**config.mk**
```make
export PLATFORM = sky130hd
export DESIGN_NAME = sorted_block_table_with_coalesce_core
export DESIGN_NICKNAME = d
export VERILOG_FILES = /design/src/rtl/sbt_pkg.sv /design/src/rtl/sbt_ram.sv /design/src/rtl/sbt_ctrl.sv /design/src/rtl/sorted_block_table_with_coalesce_core.sv
export SDC_FILE = /design/constraint.sdc
export NUM_CORES = 2
export LEC_CHECK = 0
export BUFFER_PORTS_ARGS = -buffer_cell sky130_fd_sc_hd__buf_2
export CELL_PAD_IN_SITES_DETAIL_PLACEMENT = 1
export CELL_PAD_IN_SITES_GLOBAL_PLACEMENT = 1
export CORE_MARGIN = 4
export CORE_UTILIZATION = 58
export CTS_CLUSTER_DIAMETER = 150
export DETAILED_ROUTE_END_ITERATION = 8
export GPL_TIMING_DRIVEN = 0
export PLACE_DENSITY_LB_ADDON = 0.1
export SYNTH_ARGS = -nofsm -noshare
export SYNTH_HDL_FRONTEND = slang
export SYNTH_SLANG_ARGS = --single-unit
export TNS_END_PERCENT = 100
```
**constraint.sdc**
```tcl
create_clock -name clk -period 16.8 [get_ports clk]
set_clock_uncertainty 0.2 [all_clocks]
set_input_delay 2.52 -clock clk [delete_from_list [all_inputs] [get_ports clk]]
set_output_delay 2.52 -clock clk [all_outputs]
set_load 0.005 [all_outputs]
```
**src/rtl/sbt_pkg.sv**
```systemverilog
// Package for the sorted block table: widths, action, order and status codes, states.
// No dependencies.
`timescale 1ns / 1ps
package sbt_pkg;
  localparam int unsigned DefEntries = 32;
  localparam int unsigned DefAddrBits = 16;
  localparam int unsigned FieldW = 16;

  typedef enum logic [2:0] {
    ACT_INSERT = 3'd0,
    ACT_REM_HEAD = 3'd1,
    ACT_REM_IDX = 3'd2,
    ACT_FIND = 3'd3,
    ACT_COALESCE = 3'd4,
    ACT_CLEAR = 3'd5,
    ACT_NOP6 = 3'd6,
    ACT_NOP7 = 3'd7
  } action_t;

  typedef enum logic [2:0] {
    ORD_BACK = 3'd0,
    ORD_FRONT = 3'd1,
    ORD_START = 3'd2,
    ORD_ASIZE = 3'd3,
    ORD_DSIZE = 3'd4
  } order_t;

  typedef enum logic [1:0] {
    ST_DONE = 2'd0,
    ST_MISS = 2'd1,
    ST_FULL = 2'd2
  } status_t;

  typedef enum logic [3:0] {
    S_IDLE,
    S_SRCH_RD,
    S_SRCH,
    S_INS_RD,
    S_INS,
    S_INS_PUT,
    S_RM_RD,
    S_RM,
    S_CO_RD,
    S_CO,
    S_DONE
  } state_t;
endpackage

```
**src/rtl/sbt_ram.sv**
```systemverilog
// Generic single-port-write, single-read RAM with registered read.
// No dependencies.
`timescale 1ns / 1ps
module sbt_ram #(
  parameter int unsigned Width = 48,
  parameter int unsigned Depth = 32
) (
  input  logic                     clk,
  input  logic                     we,
  input  logic [$clog2(Depth)-1:0] waddr,
  input  logic [Width-1:0]         wdata,
  input  logic [$clog2(Depth)-1:0] raddr,
  output logic [Width-1:0]         rdata
);
  logic [Width-1:0] mem [Depth];
  always_ff @(posedge clk) begin
    if (we) begin
      mem[waddr] <= wdata;
    end
    rdata <= mem[raddr];
  end
endmodule

```
**src/rtl/sbt_ctrl.sv**
```systemverilog
// Sequencer for the sorted block table: walks the RAM one entry per cycle.
// Depends on sbt_pkg; drives one sbt_ram port pair.
`timescale 1ns / 1ps
module sbt_ctrl import sbt_pkg::*; #(
  parameter int unsigned Entries = DefEntries,
  parameter int unsigned AddrBits = DefAddrBits
) (
  input  logic                          clk,
  input  logic                          rst_n,
  input  logic                          start,
  output logic                          busy,
  input  logic [2:0]                    in_action,
  input  logic [FieldW-1:0]             in_block_start,
  input  logic [FieldW-1:0]             in_block_end,
  input  logic [FieldW-1:0]             in_block_owner,
  input  logic [4:0]                    in_position,
  input  logic                          cfg_we,
  input  logic [2:0]                    cfg_wdata,
  output logic                          ram_we,
  output logic [$clog2(Entries)-1:0]    ram_waddr,
  output logic [2*AddrBits+FieldW-1:0]  ram_wdata,
  output logic [$clog2(Entries)-1:0]    ram_raddr,
  input  logic [2*AddrBits+FieldW-1:0]  ram_rdata,
  output logic                          out_valid,
  output logic [1:0]                    out_status,
  output logic [FieldW-1:0]             out_start,
  output logic [FieldW-1:0]             out_end,
  output logic [FieldW-1:0]             out_owner,
  output logic [4:0]                    out_found_index,
  output logic [5:0]                    out_entry_count
);
  localparam int unsigned IW = $clog2(Entries);
  localparam int unsigned CW = $clog2(Entries + 1);
  localparam int unsigned AW = AddrBits;
  localparam int unsigned EW = 2 * AW + FieldW;

  state_t state_r, state_nxt;
  logic [2:0] order_r;
  logic [CW-1:0] count_r, count_nxt;
  logic [CW-1:0] idx_r, idx_nxt;
  logic [CW-1:0] pos_r, pos_nxt;
  action_t act_r, act_nxt;
  logic [AW-1:0] ns_r, ne_r;
  logic [FieldW-1:0] no_r;
  logic [EW-1:0] hold_r, hold_nxt;
  logic [1:0] st_r, st_nxt;
  logic [EW-1:0] res_r, res_nxt;
  logic [4:0] fidx_r, fidx_nxt;
  logic ov_r, ov_nxt;

  logic [AW-1:0] e_s, e_e, h_e;
  logic [FieldW-1:0] e_o;
  logic signed [AW+1:0] nsz, esz;
  logic new_first;
  logic [AW:0] h_end_p1;

  assign e_s = ram_rdata[EW-1:AW+FieldW];
  assign e_e = ram_rdata[AW+FieldW-1:FieldW];
  assign e_o = ram_rdata[FieldW-1:0];
  assign h_e = hold_r[AW+FieldW-1:FieldW];
  assign nsz = $signed({2'b00, ne_r}) - $signed({2'b00, ns_r}) + $signed((AW+2)'(1));
  assign esz = $signed({2'b00, e_e}) - $signed({2'b00, e_s}) + $signed((AW+2)'(1));
  assign h_end_p1 = {1'b0, h_e} + 1'b1;

  always_comb begin
    unique case (order_r)
      ORD_START: new_first = (idx_r == '0) ? (ns_r < e_s) : (e_s >= ns_r);
      ORD_ASIZE: new_first = nsz < esz;
      ORD_DSIZE: new_first = nsz > esz;
      default:   new_first = 1'b0;
    endcase
  end

  always_ff @(posedge clk) begin
    if (!rst_n) begin
      state_r <= S_IDLE;
      order_r <= ORD_START;
      count_r <= '0;
      ov_r <= 1'b0;
    end else begin
      state_r <= state_nxt;
      count_r <= count_nxt;
      ov_r <= ov_nxt;
      if (cfg_we) begin
        order_r <= cfg_wdata;
      end
    end
  end

  always_ff @(posedge clk) begin
    idx_r <= idx_nxt;
    pos_r <= pos_nxt;
    act_r <= act_nxt;
    hold_r <= hold_nxt;
    st_r <= st_nxt;
    res_r <= res_nxt;
    fidx_r <= fidx_nxt;
    if (state_r == S_IDLE && start) begin
      ns_r <= AW'(in_block_start);
      ne_r <= AW'(in_block_end);
      no_r <= in_block_owner;
    end
  end

  always_comb begin
    state_nxt = state_r;
    count_nxt = count_r;
    idx_nxt = idx_r;
    pos_nxt = pos_r;
    act_nxt = act_r;
    hold_nxt = hold_r;
    st_nxt = st_r;
    res_nxt = res_r;
    fidx_nxt = fidx_r;
    ov_nxt = 1'b0;
    ram_we = 1'b0;
    ram_waddr = idx_r[IW-1:0];
    ram_wdata = hold_r;
    ram_raddr = idx_r[IW-1:0];
    unique case (state_r)
      S_IDLE: begin
        if (start) begin
          act_nxt = action_t'(in_action);
          st_nxt = ST_DONE;
          res_nxt = '0;
          fidx_nxt = '0;
          idx_nxt = '0;
          unique case (action_t'(in_action))
            ACT_INSERT: begin
              if (count_r >= CW'(Entries)) begin
                st_nxt = ST_FULL;
                state_nxt = S_DONE;
              end else if (order_r == ORD_FRONT || count_r == '0) begin
                pos_nxt = '0;
                idx_nxt = count_r;
                state_nxt = (count_r == '0) ? S_INS_PUT : S_INS_RD;
              end else if (order_r == ORD_START || order_r == ORD_ASIZE
                           || order_r == ORD_DSIZE) begin
                state_nxt = S_SRCH_RD;
              end else begin
                pos_nxt = count_r;
                idx_nxt = count_r;
                state_nxt = S_INS_PUT;
              end
            end
            ACT_REM_HEAD, ACT_REM_IDX: begin
              if (action_t'(in_action) == ACT_REM_IDX) begin
                idx_nxt = CW'(in_position);
              end
              if ((action_t'(in_action) == ACT_REM_IDX
                   && 32'(in_position) >= 32'(count_r)) || count_r == '0) begin
                st_nxt = ST_MISS;
                state_nxt = S_DONE;
              end else begin
                pos_nxt = '0;
                state_nxt = S_RM_RD;
              end
            end
            ACT_FIND: begin
              st_nxt = ST_MISS;
              state_nxt = (count_r == '0) ? S_DONE : S_SRCH_RD;
            end
            ACT_COALESCE: state_nxt = (count_r < CW'(2)) ? S_DONE : S_CO_RD;
            ACT_CLEAR: begin
              count_nxt = '0;
              state_nxt = S_DONE;
            end
            default: state_nxt = S_DONE;
          endcase
        end
      end
      S_SRCH_RD: state_nxt = S_SRCH;
      S_SRCH: begin
        if (act_r == ACT_FIND) begin
          if (e_o == no_r) begin
            st_nxt = ST_DONE;
            res_nxt = ram_rdata;
            fidx_nxt = 5'(idx_r);
            state_nxt = S_DONE;
          end else if (idx_r + 1'b1 >= count_r) begin
            state_nxt = S_DONE;
          end else begin
            idx_nxt = idx_r + 1'b1;
            ram_raddr = idx_nxt[IW-1:0];
          end
        end else begin
          if (new_first || idx_r + 1'b1 >= count_r) begin
            pos_nxt = new_first ? idx_r : count_r;
            idx_nxt = count_r;
            state_nxt = (new_first) ? S_INS_RD : S_INS_PUT;
          end else begin
            idx_nxt = idx_r + 1'b1;
            ram_raddr = idx_nxt[IW-1:0];
          end
        end
      end
      S_INS_RD: begin
        ram_raddr = IW'(idx_r - 1'b1);
        state_nxt = S_INS;
      end
      S_INS: begin
        ram_we = 1'b1;
        ram_wdata = ram_rdata;
        idx_nxt = idx_r - 1'b1;
        ram_raddr = IW'(idx_nxt - 1'b1);
        if (idx_nxt == pos_r) begin
          state_nxt = S_INS_PUT;
        end
      end
      S_INS_PUT: begin
        ram_we = 1'b1;
        ram_waddr = pos_r[IW-1:0];
        ram_wdata = {ns_r, ne_r, no_r};
        count_nxt = count_r + 1'b1;
        state_nxt = S_DONE;
      end
      S_RM_RD: state_nxt = S_RM;
      S_RM: begin
        if (pos_r == '0) begin
          res_nxt = ram_rdata;
          pos_nxt = CW'(1);
        end else begin
          ram_we = 1'b1;
          ram_waddr = IW'(idx_r - 1'b1);
          ram_wdata = ram_rdata;
        end
        if (idx_r + 1'b1 >= count_r) begin
          count_nxt = count_r - 1'b1;
          state_nxt = S_DONE;
        end else begin
          idx_nxt = idx_r + 1'b1;
          ram_raddr = idx_nxt[IW-1:0];
        end
      end
      // idx_r: entry on the read data; pos_r: write slot; hold_r: current entry
      S_CO_RD: begin
        pos_nxt = '0;
        state_nxt = S_CO;
      end
      S_CO: begin
        if (idx_r == '0) begin
          hold_nxt = ram_rdata;
        end else if (!h_end_p1[AW] && h_end_p1[AW-1:0] == e_s) begin
          hold_nxt = {hold_r[EW-1:AW+FieldW], e_e, hold_r[FieldW-1:0]};
        end else begin
          ram_we = 1'b1;
          ram_waddr = pos_r[IW-1:0];
          ram_wdata = hold_r;
          pos_nxt = pos_r + 1'b1;
          hold_nxt = ram_rdata;
        end
        idx_nxt = idx_r + 1'b1;
        ram_raddr = idx_nxt[IW-1:0];
        if (idx_r >= count_r) begin
          ram_we = 1'b1;
          ram_waddr = pos_r[IW-1:0];
          ram_wdata = hold_r;
          hold_nxt = hold_r;
          pos_nxt = pos_r;
          count_nxt = pos_r + 1'b1;
          state_nxt = S_DONE;
        end
      end
      S_DONE: begin
        ov_nxt = 1'b1;
        state_nxt = S_IDLE;
      end
      default: state_nxt = S_IDLE;
    endcase
  end

  assign busy = (state_r != S_IDLE);
  assign out_valid = ov_r;
  assign out_status = st_r;
  assign out_start = FieldW'(res_r[EW-1:AW+FieldW]);
  assign out_end = FieldW'(res_r[AW+FieldW-1:FieldW]);
  assign out_owner = res_r[FieldW-1:0];
  assign out_found_index = fidx_r;
  assign out_entry_count = 6'(count_r);
endmodule

```
**src/rtl/sorted_block_table_with_coalesce_core.sv**
```systemverilog
// Top level of the sorted block table: sequencer plus entry RAM.
// Depends on sbt_pkg, sbt_ctrl, sbt_ram.
`timescale 1ns / 1ps
// Usage:
// Drive in_* with start high while busy is low; the word is taken on that edge.
// busy stays high until the cycle the result word is shown; out_valid is high
// for that one cycle with status, block fields, found_index and entry_count,
// and busy is already low then, so the next word can be taken at its end.
// The receiver cannot stall; results are never held.
// The time from the accepting edge to the edge that takes the result, which is
// also the earliest next accept, grows with the entry count for remove, find,
// coalesce, insert at the front and sorted insert; it does not for clear, no-op,
// a failed insert or remove, or insert at the back or into an empty table.
// The entry RAM has one read and one write port; the walk moves one entry a cycle.
// Reset (rst_n low, synchronous) empties the table and sets insert order to
// ascending start. RAM contents are not cleared; entries beyond the count
// are never used. cfg_we writes insert_order at any edge; write it while idle.
module sorted_block_table_with_coalesce_core import sbt_pkg::*; #(
  parameter int unsigned Entries = DefEntries,
  parameter int unsigned AddrBits = DefAddrBits
) (
  input  logic              clk,
  input  logic              rst_n,
  input  logic              start,
  output logic              busy,
  input  logic [2:0]        in_action,
  input  logic [FieldW-1:0] in_block_start,
  input  logic [FieldW-1:0] in_block_end,
  input  logic [FieldW-1:0] in_block_owner,
  input  logic [4:0]        in_position,
  input  logic              cfg_we,
  input  logic [2:0]        cfg_wdata,
  output logic              out_valid,
  output logic [1:0]        out_status,
  output logic [FieldW-1:0] out_start,
  output logic [FieldW-1:0] out_end,
  output logic [FieldW-1:0] out_owner,
  output logic [4:0]        out_found_index,
  output logic [5:0]        out_entry_count
);
  localparam int unsigned IW = $clog2(Entries);
  localparam int unsigned EW = 2 * AddrBits + FieldW;
  logic ram_we;
  logic [IW-1:0] ram_waddr, ram_raddr;
  logic [EW-1:0] ram_wdata, ram_rdata;

  sbt_ctrl #(.Entries(Entries), .AddrBits(AddrBits)) u_ctrl (
    .clk, .rst_n, .start, .busy, .in_action, .in_block_start, .in_block_end,
    .in_block_owner, .in_position, .cfg_we, .cfg_wdata, .ram_we, .ram_waddr,
    .ram_wdata, .ram_raddr, .ram_rdata, .out_valid, .out_status, .out_start,
    .out_end, .out_owner, .out_found_index, .out_entry_count
  );

  sbt_ram #(.Width(EW), .Depth(Entries)) u_ram (
    .clk, .we(ram_we), .waddr(ram_waddr), .wdata(ram_wdata),
    .raddr(ram_raddr), .rdata(ram_rdata)
  );
endmodule

```
==> report_table.html <==
<table>
<tr><th>Metric</th><th>Value</th></tr>
<tr><th colspan="2">Status</th></tr>
<tr><td>Outcome</td><td>finished, final reports clean</td></tr>
<tr><th colspan="2">STA</th></tr>
<tr><td>Max frequency</td><td>98.29 MHz</td></tr>
<tr><td>Final total negative setup slack</td><td>0 ns</td></tr>
<tr><td>Final setup fails</td><td>0</td></tr>
<tr><td>Shortest period the worst path allows</td><td>10.17 ns</td></tr>
<tr><td>Worst-margin pin slew</td><td>1.382 ns</td></tr>
<tr><td>Setup repair after global routing missed its margin</td><td>no</td></tr>
<tr><td>Number of max-slew violations in the final report</td><td>0</td></tr>
<tr><td>Number of hold-slack violations in the final timing report</td><td>0</td></tr>
<tr><td>Final critical-path share of the clock period</td><td>60.56%</td></tr>
<tr><td>Max-slew headroom</td><td>7.885%</td></tr>
<tr><th colspan="2">Placed design</th></tr>
<tr><td>Number of buffer cells added on primary ports</td><td>125</td></tr>
<tr><td>Weighted congestion at the end of routability-driven global placement</td><td>between 0.9 and 1</td></tr>
<tr><td>Placed wire-length estimate after detailed placement</td><td>156600 um</td></tr>
<tr><th colspan="2">Floorplanning</th></tr>
<tr><td>Core area</td><td>0.1278 mm2</td></tr>
<tr><td>Die height</td><td>367.4 um</td></tr>
<tr><td>Num rows</td><td>between 100 and 150</td></tr>
<tr><td>Floorplan die width</td><td>367.4 um</td></tr>
<tr><td>Starting density of the core</td><td>58.60%</td></tr>
<tr><td>I/O Pins</td><td>~130</td></tr>
<tr><td>Die ar.</td><td>~0.13 mm2</td></tr>
<tr><th colspan="2">Pwr</th></tr>
<tr><td>Total power per unit cell area</td><td>219.2 mW/mm2</td></tr>
<tr><td>Max IR drop VDD</td><td>128.6 uV</td></tr>
<tr><td>Leakage component of the power</td><td>0.03072 uW</td></tr>
<tr><td>Overall power of the completed layout</td><td>18650 uW</td></tr>
<tr><th colspan="2">Synth</th></tr>
<tr><td>Flop and latch count out of synthesis</td><td>1764</td></tr>
<tr><td>Synthesized net count</td><td>4713</td></tr>
<tr><td>Most used DFF post-synth</td><td>sky130_fd_sc_hd__edfxtp_1</td></tr>
<tr><td>Top cells by count, synth</td><td>1702 x sky130_fd_sc_hd__edfxtp_1, 1157 x sky130_fd_sc_hd__mux2i_1, 199 x sky130_fd_sc_hd__o22ai_1</td></tr>
<tr><td>Number of different library cells in the post-synthesis netlist</td><td>between 80 and 90</td></tr>
<tr><td>Post-synthesis cell count</td><td>~4500</td></tr>
<tr><td>Async set-reset flop share out of synthesis</td><td>0%</td></tr>
<tr><td>Largest area contributor in the netlist</td><td>sky130_fd_sc_hd__edfxtp_1</td></tr>
<tr><td>Portion of synthesized cell area occupied by the leading cell type</td><td>68.22%</td></tr>
<tr><td>Post-Syn Area</td><td>0.07492 mm2</td></tr>
<tr><td>Number of warnings issued by yosys</td><td>0</td></tr>
<tr><td>Sequential fraction of the synthesis area</td><td>between 60% and 70%</td></tr>
<tr><td>Number of flops mapped to enable cells by yosys</td><td>1702</td></tr>
<tr><td>Most frequent cell after synthesis</td><td>sky130_fd_sc_hd__edfxtp_1</td></tr>
<tr><td>Avg Synthesized Cell Area</td><td>16.47 um2</td></tr>
<tr><td>Main area contributors after synthesis</td><td>sky130_fd_sc_hd__edfxtp_1 68%, sky130_fd_sc_hd__mux2i_1 15%, sky130_fd_sc_hd__o22ai_1 1.7%</td></tr>
<tr><th colspan="2">Drt</th></tr>
<tr><td>Iteration count of the initial detailed-routing pass</td><td>7</td></tr>
<tr><td>Residual DRC</td><td>0</td></tr>
<tr><td>Topmost layer with routed signal wires</td><td>met5</td></tr>
<tr><td>Sum of routed wire segments on met1</td><td>88420 um</td></tr>
<tr><td>Post-DR wirelength/cell</td><td>between 30 and 40 um</td></tr>
<tr><td>Detail-routed via count per cell</td><td>6.545</td></tr>
<tr><td>Residual antenna-violating net count after detailed routing</td><td>0</td></tr>
<tr><td>DR vias</td><td>~44000</td></tr>
<tr><td>Violation count after the first detailed-route iteration</td><td>5178</td></tr>
<tr><td>Wire length on met2</td><td>113900 um</td></tr>
<tr><td>Routed wl met3</td><td>19030 um</td></tr>
<tr><td>Detailed-route wire length</td><td>230600 um</td></tr>
<tr><th colspan="2">Critical path</th></tr>
<tr><td>Largest stage delay on the critical path</td><td>a little over 1 ns</td></tr>
<tr><td>Data arrival time of the critical path</td><td>10.56 ns</td></tr>
<tr><td>Critical path's slowest cell</td><td>sky130_fd_sc_hd__nor4_2</td></tr>
<tr><td>Worst reg-to-reg setup slack</td><td>6.63 ns</td></tr>
<tr><td>Endpoint type of the worst setup path</td><td>flop</td></tr>
<tr><td>Critical path's top delay family</td><td>simple AND/OR/NAND/NOR gates</td></tr>
<tr><td>Crit Reg-Reg Endpoint</td><td>u_ram.rdata[3]$_DFF_P_</td></tr>
<tr><td>Data required time at the worst endpoint</td><td>about 17 ns</td></tr>
<tr><td>Crit-path max FO</td><td>11</td></tr>
<tr><td>Startpoint Class</td><td>flop</td></tr>
<tr><td>Count of cells along the worst register-to-register path</td><td>29</td></tr>
<tr><td>Type of the setup path with the least slack</td><td>reg -&gt; reg</td></tr>
<tr><td>Combined buffer and inverter count along the critical path</td><td>4</td></tr>
<tr><td>Reg-to-Reg Start</td><td>u_ctrl.ns_r[1]$_DFFE_PP_</td></tr>
<tr><th colspan="2">Global routing</th></tr>
<tr><td>First-pass GRT wire length</td><td>330000 um</td></tr>
<tr><td>Overflow left after global routing</td><td>0</td></tr>
<tr><td>Number of antenna violations at the first check in global routing</td><td>17</td></tr>
<tr><td>Largest net degree at the start of global routing</td><td>36</td></tr>
<tr><td>Vias in the first global route</td><td>46770</td></tr>
<tr><td>Global-route usage over all layers</td><td>~34%</td></tr>
<tr><th colspan="2">Min path</th></tr>
<tr><td>Worst hold path cell count</td><td>0</td></tr>
<tr><td>Min-Delay Startpoint</td><td>u_ram.rdata[16]$_DFF_P_</td></tr>
<tr><td>Hold path endpoint</td><td>u_ctrl.hold_r[16]$_DFFE_PP_</td></tr>
<tr><td>Hold crit path type</td><td>reg -&gt; reg</td></tr>
<tr><th colspan="2">Cells and area</th></tr>
<tr><td>Number of fillers in the final layout</td><td>11020</td></tr>
<tr><td>Layout area overhead</td><td>13.56%</td></tr>
<tr><td>Fraction of final layout cells sized beyond drive strength 1</td><td>~14%</td></tr>
<tr><td>Area taken by multi-input logic gates</td><td>~0.021 mm2</td></tr>
<tr><td>FF/Latch Area</td><td>around 0.052 mm2</td></tr>
<tr><td>Net count, final</td><td>about 5100</td></tr>
<tr><th colspan="2">Job</th></tr>
<tr><td>Count of maximum capacitance violations</td><td>0</td></tr>
<tr><th colspan="2">Clock network</th></tr>
<tr><td>Post CTS Setup Buffer Count</td><td>0</td></tr>
<tr><td>Total of cells resized after clock tree synthesis</td><td>0</td></tr>
<tr><td>Quantity of hold-fixing buffers added after cts</td><td>0</td></tr>
<tr><td>Root cell of the clock tree</td><td>sky130_fd_sc_hd__clkbuf_16</td></tr>
<tr><td>CTS max path bufs</td><td>3</td></tr>
<tr><td>CTS clk-pin slew, worst paths</td><td>0.06 ns</td></tr>
<tr><td>H-tree Lvls</td><td>4</td></tr>
<tr><td>Clock latency of the later-clocked register in the worst-skew pair</td><td>0.80 ns</td></tr>
<tr><td>Number of clock sinks</td><td>1764</td></tr>
<tr><td>TritonCTS clock tree</td><td>done</td></tr>
<tr><td>Total clock buffers created by CTS</td><td>176</td></tr>
</table>
==> report_power, final <==
group / switching, uW / leakage (uW) / internal, uW
Combinational: 5670 / 0.0119 / 3220
Clock: 1710 / 0.00288 / 2360
Sequential: 276 / 0.0159 / 5410
==> area by class of cell <==
type	count	area share (%)
diodes	5	0.01471
plain buffers	233	1.857
clock buffers	237	5.646
multi-input cells	2428	24.42
well taps	1662	2.444
inverters	123	0.5427
clock inverters	91	1.334
repair buffers	187	2.206
flip-flops and latches	1764	61.53
==> sequential cells by signal (all words and copies together), names as in the netlist, 3 cells and up <==
register and count:
u_ram.mem 1536, u_ctrl.hold_r 48, u_ctrl.res_r 48, u_ram.rdata 48
u_ctrl.ne_r 16, u_ctrl.no_r 16, u_ctrl.ns_r 16, u_ctrl.idx_r 6
u_ctrl.out_entry_count 6, u_ctrl.pos_r 6, u_ctrl.out_found_index 5, u_ctrl.state_r 4
u_ctrl.act_r 3, u_ctrl.order_r 3
==> cells in the final DEF (no fill, tap or decap), drive strengths merged, types with 8 or more instances in the layout <==
master / count
nand3: 44
xor2: 46
a31oi: 8
a21boi: 10
ha: 99
and4: 11
edfxtp: 1702
xnor2: 71
a22oi: 10
nor3: 31
bufinv: 22
o221ai: 8
nand4: 11
a222oi: 48
o211a: 8
o21a: 11
or3: 12
o21ai: 68
o22ai: 199
nand2: 86
inv: 128
and2: 44
a21oi: 65
clkinv: 58
nor2: 149
and3: 17
o211ai: 11
a21o: 18
nor4: 59
a211oi: 17
mux2i: 1157
nand2b: 11
dfxtp: 62
o31ai: 8
buf: 333
nor2b: 19
clkbuf: 324
==> worst max-delay path by stage <==
stage | startpoint | end | slack, ns | cells after the start
6_report | u_ctrl.ns_r[1]$_DFFE_PP_ | u_ram.rdata[3]$_DFF_P_ | 6.63 | 29
5_1_grt | u_ctrl.ns_r[1]$_DFFE_PP_ | u_ram.rdata[44]$_DFF_P_ | 6.18 | 30
4_1_cts | u_ctrl.ns_r[1]$_DFFE_PP_ | u_ram.rdata[39]$_DFF_P_ | 6.71 | 30
3_5_place_dp | u_ctrl.ns_r[1]$_DFFE_PP_ | u_ram.rdata[39]$_DFF_P_ | 6.84 | 30
3_3_place_gp | u_ctrl.idx_r[0]$_DFFE_PP_ | u_ram.mem[5][37]$_DFFE_PP_ | 6.24 | 16
2_1_floorplan | u_ctrl.ns_r[0]$_DFFE_PP_ | u_ram.rdata[27]$_DFF_P_ | 10.16 | 30
==> through the flow <==
stage / hold slack [ns] / area (um2) / std cells / util, % / worst slack [ns]
6_report: 0.3099 / 85080 / 6730 / 66.54 / 6.626
5_1_grt: 0.3273 / 85060 / 6725 / 66.53 / 6.183
3_5_place_dp: 0.2885 / 79120 / 6397 / 61.89 / 6.839
2_1_floorplan: 0.2311 / 74920 / 4548 / - / 10.16
4_1_cts: 0.3016 / 85060 / 6725 / 66.53 / 6.713
3_3_place_gp: 0.2577 / 77620 / 6335 / 60.71 / 6.237
==> layer usage <==
metal  vias to the layer above  GRT usage (%)
li1                      18630              -
met1                     22710          43.92
met2                      2246          57.25
met3                       458          6.604
met4                         8          12.69
met5                         -              0
==> cell families (layout without fill, tap and decap cells) <==
family          after synthesis  count (layout)  share of synthesized area, %
xor+xnor                    117             117                         1.368
flops                      1764            1764                         69.88
simple gates                515             515                         3.885
fa+ha+maj                   102             102                         1.734
mux                        1157            1157                         15.46
buf+inv                     356             871                         2.726
compound gates              537             537                         4.950
other cells                   0               5                             0
Note: power is estimated with default switching activity, not from simulation.
